$ cat config.mk
export PLATFORM = sky130hd
export DESIGN_NAME = rounded_rect_alpha_compositor
export DESIGN_NICKNAME = d
export VERILOG_FILES = /design/src/rtl/rrac_pkg.sv /design/src/rtl/rounded_rect_alpha_compositor.sv
export VERILOG_INCLUDE_DIRS = /design/src /design/src/rtl
export SDC_FILE = /design/constraint.sdc
export NUM_CORES = 2
export LEC_CHECK = 0
export BUFFER_PORTS_ARGS = -buffer_cell sky130_fd_sc_hd__clkbuf_2
export CAP_MARGIN = 10
export CORE_MARGIN = 3
export CORE_UTILIZATION = 30
export CTS_BUF_LIST = sky130_fd_sc_hd__clkbuf_8
export CTS_CLUSTER_DIAMETER = 30
export CTS_CLUSTER_SIZE = 8
export DETAILED_ROUTE_END_ITERATION = 8
export GPL_ROUTABILITY_DRIVEN = 0
export GPL_TIMING_DRIVEN = 0
export SLEW_MARGIN = 20
export SYNTH_ARGS = -nofsm -noshare
export SYNTH_HDL_FRONTEND = slang
export SYNTH_SLANG_ARGS = --single-unit
$ cat constraint.sdc
create_clock -name clk -period 6 [get_ports clk]
set_input_delay 0.9 -clock clk [delete_from_list [all_inputs] [get_ports clk]]
set_output_delay 0.9 -clock clk [all_outputs]
set_load 0.05 [all_outputs]
$ cat src/rtl/rounded_rect_alpha_compositor_macros.svh
// ----------------------------------------------------------------------------
// Rounded rectangle alpha compositor - assertion macros
// Shared concurrent assertion forms, clocked on clk and disabled in reset.
// ----------------------------------------------------------------------------
`ifndef ROUNDED_RECT_ALPHA_COMPOSITOR_MACROS_SVH
`define ROUNDED_RECT_ALPHA_COMPOSITOR_MACROS_SVH

`ifndef ASSERT_OFF
// same-cycle implication
`define RRAC_ASSERT_IMPL(label, ante, cons) \
	label: assert property (@(posedge clk) disable iff (!arst_n) (ante) |-> (cons)) \
		else $error("rrac assertion failed");
// next-cycle implication
`define RRAC_ASSERT_NEXT(label, ante, cons) \
	label: assert property (@(posedge clk) disable iff (!arst_n) (ante) |=> (cons)) \
		else $error("rrac assertion failed");
`else
`define RRAC_ASSERT_IMPL(label, ante, cons)
`define RRAC_ASSERT_NEXT(label, ante, cons)
`endif

`endif

$ cat src/rtl/rrac_pkg.sv
// ----------------------------------------------------------------------------
// Rounded rectangle alpha compositor - package
// Widths, register indexes, geometry helper and the divide by 255.
// ----------------------------------------------------------------------------
package rrac_pkg;

	localparam int COORD_W = 12;
	localparam int DIM_W   = 13;
	localparam int RAD_W   = 12;
	localparam int COLOR_W = 24;
	localparam int ALPHA_W = 8;
	localparam int CH_W    = 8;
	localparam int NUM_CH  = 3;
	localparam int IDX_W   = 3;
	localparam int CFG_W   = 24;
	localparam int PROD_W  = 2 * CH_W;
	localparam int SQ_W    = 2 * RAD_W;

	localparam int unsigned COORD_LIMIT = 4096;
	localparam logic [ALPHA_W-1:0] ALPHA_MAX = 8'hFF;

	typedef enum logic [IDX_W-1:0] {
		REG_RECT_X      = 3'd0,
		REG_RECT_Y      = 3'd1,
		REG_RECT_WIDTH  = 3'd2,
		REG_RECT_HEIGHT = 3'd3,
		REG_CORNER_RAD  = 3'd4,
		REG_FILL_COLOR  = 3'd5,
		REG_BLEND_ALPHA = 3'd6
	} cfg_reg_t;

	// result of testing one axis against the shape
	typedef struct packed {
		logic             in_span;
		logic             strip;
		logic [RAD_W-1:0] corner_off;
	} axis_t;

	// l is pixel minus edge, bit 12 set when negative
	function automatic axis_t axis_eval(logic [DIM_W-1:0] l, logic [DIM_W-1:0] len,
			logic [RAD_W-1:0] r);
		axis_t            res;
		logic [DIM_W-1:0] lu;
		logic [DIM_W-1:0] rr;
		logic [DIM_W-1:0] lenmr;
		logic [DIM_W-1:0] dlo;
		logic [DIM_W-1:0] dhi;
		logic             lo_ok;
		logic             hi_ok;
		lu     = {1'b0, l[COORD_W-1:0]};
		rr     = {1'b0, r};
		lenmr  = len - rr;
		dlo    = rr - lu;
		dhi    = lu - (lenmr - DIM_W'(1));
		lo_ok  = lu <= rr;
		hi_ok  = lu >= (lenmr - DIM_W'(1));
		res.in_span    = !l[DIM_W-1] && (lu < len);
		res.strip      = (lu >= rr) && (lu < lenmr);
		res.corner_off = (lo_ok && (!hi_ok || dlo <= dhi)) ? dlo[RAD_W-1:0] : dhi[RAD_W-1:0];
		return res;
	endfunction

	// exact floor(v / 255) for v up to 255 * 255
	function automatic logic [CH_W-1:0] div255(logic [PROD_W-1:0] v);
		logic [PROD_W:0] t;
		t = {1'b0, v} + {{(CH_W+1){1'b0}}, v[PROD_W-1:CH_W]} + (PROD_W+1)'(1);
		return t[PROD_W-1:CH_W];
	endfunction

endpackage

$ cat src/rtl/rounded_rect_alpha_compositor.sv
// ----------------------------------------------------------------------------
// Rounded rectangle alpha compositor - top level
// Tests each destination pixel against a rounded rectangle and blends the
// fill colour over it with the configured alpha.
//
// Usage
//   s_axis carries one pixel per item: its column, row and current colour.
//   m_axis returns one item for every pixel, in order: the resulting colour
//   in tdata and the covered flag in tuser.
//   Registers are written through cfg_wr_en / cfg_index / cfg_data while no
//   item is in flight; unknown indexes are ignored.
//   While the output is not stalled, one item per cycle is sustained. The
//   path is four register stages: offsets, corner distances and channel
//   products, squares and channel sums, coverage test and divide by 255
//   into the output register. Each stage takes a new item when it is empty
//   or its successor moves, so a stall on m_axis holds every item in place,
//   bubbles are squeezed out and s_axis_tready drops only when all four
//   stages are full.
//   Reset empties the pipeline and loads the registers with their defaults:
//   all zero except the alpha, which is fully opaque.
// ----------------------------------------------------------------------------
`include "rounded_rect_alpha_compositor_macros.svh"

module rounded_rect_alpha_compositor (
	input  logic                                   clk,
	input  logic                                   arst_n,
	input  logic                                   cfg_wr_en,
	input  logic [rrac_pkg::IDX_W-1:0]             cfg_index,
	input  logic [rrac_pkg::CFG_W-1:0]             cfg_data,
	input  logic                                   s_axis_tvalid,
	output logic                                   s_axis_tready,
	// pixel_x 11:0, pixel_y 23:12, dest_color 47:24
	input  logic [2*rrac_pkg::COORD_W+rrac_pkg::COLOR_W-1:0] s_axis_tdata,
	output logic                                   m_axis_tvalid,
	input  logic                                   m_axis_tready,
	// new_color 23:0
	output logic [rrac_pkg::COLOR_W-1:0]           m_axis_tdata,
	// covered 0
	output logic                                   m_axis_tuser
);
	import rrac_pkg::*;

	logic [COORD_W-1:0] rect_x_q;
	logic [COORD_W-1:0] rect_y_q;
	logic [DIM_W-1:0]   rect_width_q;
	logic [DIM_W-1:0]   rect_height_q;
	logic [RAD_W-1:0]   corner_radius_q;
	logic [COLOR_W-1:0] fill_color_q;
	logic [ALPHA_W-1:0] blend_alpha_q;
	logic [SQ_W-1:0]    rsq_q;

	logic [COORD_W-1:0] pixel_x;
	logic [COORD_W-1:0] pixel_y;
	logic [COLOR_W-1:0] dest_color;

	logic rdy_s1, rdy_s2, rdy_s3, rdy_s4;
	logic v_s1, v_s2, v_s3, v_s4;

	logic [DIM_W-1:0]   lx_s1, ly_s1;
	logic               frame_s1;
	logic [COLOR_W-1:0] dest_s1;

	logic               in_rect_s2, easy_s2;
	logic [RAD_W-1:0]   dx_s2, dy_s2;
	logic [COLOR_W-1:0] dest_s2;
	logic [PROD_W-1:0]  src_prod_s2 [NUM_CH];
	logic [PROD_W-1:0]  dst_prod_s2 [NUM_CH];

	logic               in_rect_s3, easy_s3;
	logic [SQ_W-1:0]    dxsq_s3, dysq_s3;
	logic [COLOR_W-1:0] dest_s3;
	logic [PROD_W-1:0]  mix_sum_s3 [NUM_CH];

	logic [COLOR_W-1:0] color_s4;
	logic               covered_s4;

	axis_t              ax, ay;
	logic               square;
	logic [ALPHA_W-1:0] inv_alpha;
	logic [SQ_W:0]      dist_sum;
	logic               hit;
	logic [COLOR_W-1:0] mixed;

	assign pixel_x    = s_axis_tdata[COORD_W-1:0];
	assign pixel_y    = s_axis_tdata[2*COORD_W-1:COORD_W];
	assign dest_color = s_axis_tdata[2*COORD_W+COLOR_W-1:2*COORD_W];

	// register file
	always_ff @(posedge clk or negedge arst_n) begin
		if (!arst_n) begin
			rect_x_q        <= '0;
			rect_y_q        <= '0;
			rect_width_q    <= '0;
			rect_height_q   <= '0;
			corner_radius_q <= '0;
			fill_color_q    <= '0;
			blend_alpha_q   <= ALPHA_MAX;
			rsq_q           <= '0;
		end else begin
			rsq_q <= SQ_W'(corner_radius_q) * SQ_W'(corner_radius_q);
			if (cfg_wr_en) begin
				unique case (cfg_reg_t'(cfg_index))
					REG_RECT_X:      rect_x_q        <= cfg_data[COORD_W-1:0];
					REG_RECT_Y:      rect_y_q        <= cfg_data[COORD_W-1:0];
					REG_RECT_WIDTH:  rect_width_q    <= cfg_data[DIM_W-1:0];
					REG_RECT_HEIGHT: rect_height_q   <= cfg_data[DIM_W-1:0];
					REG_CORNER_RAD:  corner_radius_q <= cfg_data[RAD_W-1:0];
					REG_FILL_COLOR:  fill_color_q    <= cfg_data[COLOR_W-1:0];
					REG_BLEND_ALPHA: blend_alpha_q   <= cfg_data[ALPHA_W-1:0];
					default: ;
				endcase
			end
		end
	end

	// stage readiness
	assign rdy_s4 = !v_s4 || m_axis_tready;
	assign rdy_s3 = !v_s3 || rdy_s4;
	assign rdy_s2 = !v_s2 || rdy_s3;
	assign rdy_s1 = !v_s1 || rdy_s2;
	assign s_axis_tready = rdy_s1;

	always_ff @(posedge clk or negedge arst_n) begin
		if (!arst_n) begin
			v_s1 <= 1'b0;
			v_s2 <= 1'b0;
			v_s3 <= 1'b0;
			v_s4 <= 1'b0;
		end else begin
			if (rdy_s1) v_s1 <= s_axis_tvalid;
			if (rdy_s2) v_s2 <= v_s1;
			if (rdy_s3) v_s3 <= v_s2;
			if (rdy_s4) v_s4 <= v_s3;
		end
	end

	// geometry and blend terms
	always_comb begin
		ax        = axis_eval(lx_s1, rect_width_q, corner_radius_q);
		ay        = axis_eval(ly_s1, rect_height_q, corner_radius_q);
		square    = (corner_radius_q == '0)
			|| (rect_width_q < {corner_radius_q, 1'b0})
			|| (rect_height_q < {corner_radius_q, 1'b0});
		inv_alpha = ALPHA_MAX - blend_alpha_q;
		dist_sum  = {1'b0, dxsq_s3} + {1'b0, dysq_s3};
		hit       = (blend_alpha_q != '0) && in_rect_s3
			&& (easy_s3 || dist_sum <= {1'b0, rsq_q});
		for (int c = 0; c < NUM_CH; c++) begin
			mixed[c*CH_W +: CH_W] = div255(mix_sum_s3[c]);
		end
	end

	// s1: offsets from the rectangle corner
	always_ff @(posedge clk) begin
		if (rdy_s1 && s_axis_tvalid) begin
			lx_s1    <= {1'b0, pixel_x} - {1'b0, rect_x_q};
			ly_s1    <= {1'b0, pixel_y} - {1'b0, rect_y_q};
			frame_s1 <= (32'(pixel_x) < COORD_LIMIT) && (32'(pixel_y) < COORD_LIMIT);
			dest_s1  <= dest_color;
		end
	end

	// s2: coverage class, corner distances, channel products
	always_ff @(posedge clk) begin
		if (rdy_s2 && v_s1) begin
			in_rect_s2 <= frame_s1 && ax.in_span && ay.in_span;
			easy_s2    <= square || ax.strip || ay.strip;
			dx_s2      <= ax.corner_off;
			dy_s2      <= ay.corner_off;
			dest_s2    <= dest_s1;
			for (int c = 0; c < NUM_CH; c++) begin
				src_prod_s2[c] <= PROD_W'(fill_color_q[c*CH_W +: CH_W])
					* PROD_W'(blend_alpha_q);
				dst_prod_s2[c] <= PROD_W'(dest_s1[c*CH_W +: CH_W]) * PROD_W'(inv_alpha);
			end
		end
	end

	// s3: squared distances, channel sums
	always_ff @(posedge clk) begin
		if (rdy_s3 && v_s2) begin
			in_rect_s3 <= in_rect_s2;
			easy_s3    <= easy_s2;
			dxsq_s3    <= SQ_W'(dx_s2) * SQ_W'(dx_s2);
			dysq_s3    <= SQ_W'(dy_s2) * SQ_W'(dy_s2);
			dest_s3    <= dest_s2;
			for (int c = 0; c < NUM_CH; c++) begin
				mix_sum_s3[c] <= src_prod_s2[c] + dst_prod_s2[c];
			end
		end
	end

	// s4: disc test and final colour
	always_ff @(posedge clk) begin
		if (rdy_s4 && v_s3) begin
			covered_s4 <= hit;
			color_s4   <= hit ? mixed : dest_s3;
		end
	end

	assign m_axis_tvalid = v_s4;
	assign m_axis_tdata  = color_s4;
	assign m_axis_tuser  = covered_s4;

	`RRAC_ASSERT_IMPL(a_cov_needs_alpha, m_axis_tvalid && m_axis_tuser, blend_alpha_q != '0)
	`RRAC_ASSERT_NEXT(a_out_held, v_s4 && !m_axis_tready, v_s4)
	`RRAC_ASSERT_NEXT(a_s3_held, v_s3 && !rdy_s4, v_s3)
	`RRAC_ASSERT_IMPL(a_full_when_blocked, !s_axis_tready, v_s1 && v_s2 && v_s3 && v_s4)

endmodule
==> flow_metrics.tcl <==
set metrics [dict create \
    finalSetupViolations 0 \
    dr_total_vias 34940 \
    cp-endpoint "dxsq_s3[23]" \
    cp_data_arrival_time_ns 6.30 \
    viasPerCell 4.692 \
    fp.dieW_um 412.3 \
    synth_nets 6156 \
    finalCritPeriodShare_pct 96.03 \
    crit_path_top_delay_cell "fa_1" \
    netlist_area_um2 49530 \
    grt_pass1_vias 36080 \
    ys.flop_type "edfxtp_1" \
    cts_made_buffers 112 \
    hold_class "in -> async" \
    async_flop_share_pct 26.19 \
    clock_skew_ns 0.07603 \
    worst_pin_slew_ns 1.007 \
    worstSkewPairLatency_ns 0.84 \
    firstDrtPassIters 5 \
    crit_start "dx_s2[2]" \
    start_util_pct 30.33 \
    critical_path.top_delay_family "adder cells" \
    drt-wirelength-per-cell_um 16.15 \
    nets 6401 \
    synth_area_per_cell_um2 10.05 \
    worstSetupStartpointType "flop" \
    critical_path_depth 19 \
    drt_iter0_markers 1910 \
    synth_cells 4927 \
    status "finished clean" \
    crit_type "reg -> reg" \
    grt_remaining_overflow 0 \
    clk_pin_slew_ns 0.06 \
    slew_headroom_pct 32.71 \
    grt_max_degree 65 \
    slowest_delay_ns 0.58 \
    regArea_um2 13290 \
    multi_input_area_um2 33000 \
    grt_pass1_wl_um 193000 \
    ys_seq_elements 462 \
    yosysSeqAreaShare_pct 26.81 \
    grt_use_total_pct 14.33 \
    tns_ns 0 \
    core_um2 163300 \
    syn_to_final_growth_pct 13.07 \
    clockRootBuffer "clkbuf_8" \
    path_common_cell "fa_1" \
    die_y_um 412.3 \
    rsz0062_at_grt "true" \
    antenna_found_initial 4 \
    portBuffers 105 \
    num_io_pins 107 \
    cp_cell_sequence "clkbuf_1, and2_1, fa_1, inv_1, fa_1, inv_1, fa_1, inv_1, fa_1, inv_1, fa_1, ha_1, nand3_1, a211oi_1, nor2_1, o311ai_1, a31o_2, a21oi_1, xnor2_1" \
    cts_tree "done" \
    finalHoldViolations 0 \
    drv_cap 0 \
    wirelength_um 120300 \
    rr_endpoint "dxsq_s3[23]" \
    drv_slew 0 \
    period_needed_ns 5.762 \
    reg2reg_from "dx_s2[2]" \
    drive_gt1_share_pct 9.757 \
    cts.path.max_buffers 3 \
    critPathBufInv 5 \
    endpoint_kind "flop" \
    synth.distinct_cells 84 \
    cts.sinks 462 \
    synth-edff-count 341 \
    ant_nets 0 \
    die_area_um2 170000 \
    worstPathMaxFanout 10 \
    drc 0 \
    rows 148 \
    htreeDepth 3 \
    fillers 16570 \
    cts_hold_buf 0 \
    dp_hpwl_um 95540 \
    worstPathRequired_ns 6.54 \
    yosysWarningCount 0 \
    rrSetupSlack_ns 0.24 \
    rr_worst_depth 19 \
    max_freq_mhz 173.6 \
]
-- cell type report --
| class | instances | share of cell area (%) |
|---|---|---|
| antenna | 4 | 0.01787 |
| buffer | 81 | 0.6389 |
| clock buffer | 123 | 3.023 |
| clock inverter | 87 | 1.519 |
| inverter | 817 | 5.542 |
| multi-input combinational | 3552 | 58.92 |
| sequential | 462 | 23.72 |
| tap | 2175 | 4.859 |
| timing repair buffer | 146 | 1.756 |
-- cell usage after synthesis (73+ instances only) --
library cell	number	area (um^2)
a21o_1	86	645.6
a21oi_1	176	880.8
and2_1	209	1308
clkbuf_1	84	315.3
dfrtp_1	113	2828
edfxtp_1	341	10240
fa_1	461	9229
ha_1	688	8608
inv_1	810	3040
mux2_2	73	822.0
nand2_1	317	1190
nand2b_1	125	782.0
nor2_1	252	945.9
nor2b_1	163	1020
o21ai_0	160	800.8
xnor2_1	234	2049
xor2_1	77	674.4
-- metrics by stage --
| step | utilization (%) | cells | hold WS [ns] | area (um^2) | setup slack [ns] |
|---|---|---|---|---|---|
| after CTS | 34.08 | 7424 | 0.02543 | 55670 | 0.01714 |
| final | 34.29 | 7447 | 0.07873 | 56010 | 0.2385 |
| after detailed placement | 32.44 | 7214 | 0.4045 | 52990 | -0.7970 |
| after global routing | 34.29 | 7445 | 0.07896 | 56000 | -0.08139 |
| after global placement | 32.32 | 7207 | 0.4002 | 52780 | -1.054 |
| after floorplan | - | 4927 | 0.4003 | 49530 | 0.3122 |
-- cells by family after synthesis --
logic type / count (synthesis) / synth area share [%]
mux: 99 / 2.198
buf+inv: 913 / 6.947
compound gates: 680 / 9.005
fa+ha+maj: 1151 / 36.05
xor+xnor: 312 / 5.532
flops: 462 / 26.81
simple gates: 1310 / 13.46
-- cells in the final DEF (no fill, tap or decap), types with 16 or more instances in the layout --
| master | n |
|---|---|
| a211oi_1 | 24 |
| a21boi_0 | 22 |
| a21o_1 | 86 |
| a21oi_1 | 174 |
| and2_1 | 206 |
| and3_1 | 18 |
| buf_4 | 32 |
| clkbuf_1 | 55 |
| clkbuf_2 | 116 |
| clkbuf_8 | 124 |
| clkinv_2 | 19 |
| clkinv_4 | 23 |
| dfrtp_1 | 107 |
| edfxtp_1 | 341 |
| fa_1 | 460 |
| ha_1 | 686 |
| inv_1 | 821 |
| mux2_2 | 74 |
| nand2_1 | 317 |
| nand2b_1 | 125 |
| nand3_1 | 67 |
| nand4_1 | 23 |
| nor2_1 | 249 |
| nor2b_1 | 162 |
| nor3_1 | 66 |
| o2111ai_1 | 16 |
| o21a_1 | 53 |
| o21ai_0 | 157 |
| o21bai_1 | 16 |
| or2_2 | 17 |
| xnor2_1 | 233 |
| xor2_1 | 74 |
-- sequential cells by signal, indices dropped and copies added (netlist names), 13 cells and up --
name / count
m_axis_tdata: 24
dest_s3: 24
dysq_s3: 23
dst_prod_s2: 48
rsq_q: 23
lx_s1: 13
dest_s1: 24
ly_s1: 13
rect_height_q: 13
src_prod_s2: 48
mix_sum_s3: 48
fill_color_q: 24
rect_width_q: 13
dxsq_s3: 23
dest_s2: 24
-- routing by layer --
layer	part of all wire [%]	global-route usage, %	wire (um)
met1	46	19.05	55380
met2	47	23.88	56350
met3	4.4	2.135	5344
met4	2.7	4.601	3187
met5	0	0	0
-- worst min-delay path by stage --
stage	start	endpoint	slack, ns
6_report	arst_n	rect_height_q[0]	0.08
4_1_cts	arst_n	rect_height_q[1]	0.03
2_1_floorplan	dest_s2[0]	dest_s3[0]	0.40
5_1_grt	arst_n	rect_height_q[1]	0.08
3_5_place_dp	dest_s2[11]	dest_s3[11]	0.40
3_3_place_gp	dest_s2[10]	dest_s3[10]	0.40
-- timing repair --
action / in CTS / in global routing
gates resized for setup: 29 / 74
setup endpoints to repair: 46 / 44
hold endpoints to repair: 0 / 0
pin swaps: 1 / 9
gates cloned: 0 / 2
buffers inserted: 9 / 23
Power is left out: the tool's default activity adds up to more than one toggle a clock period on the data nets, which glitch-free logic cannot reach.
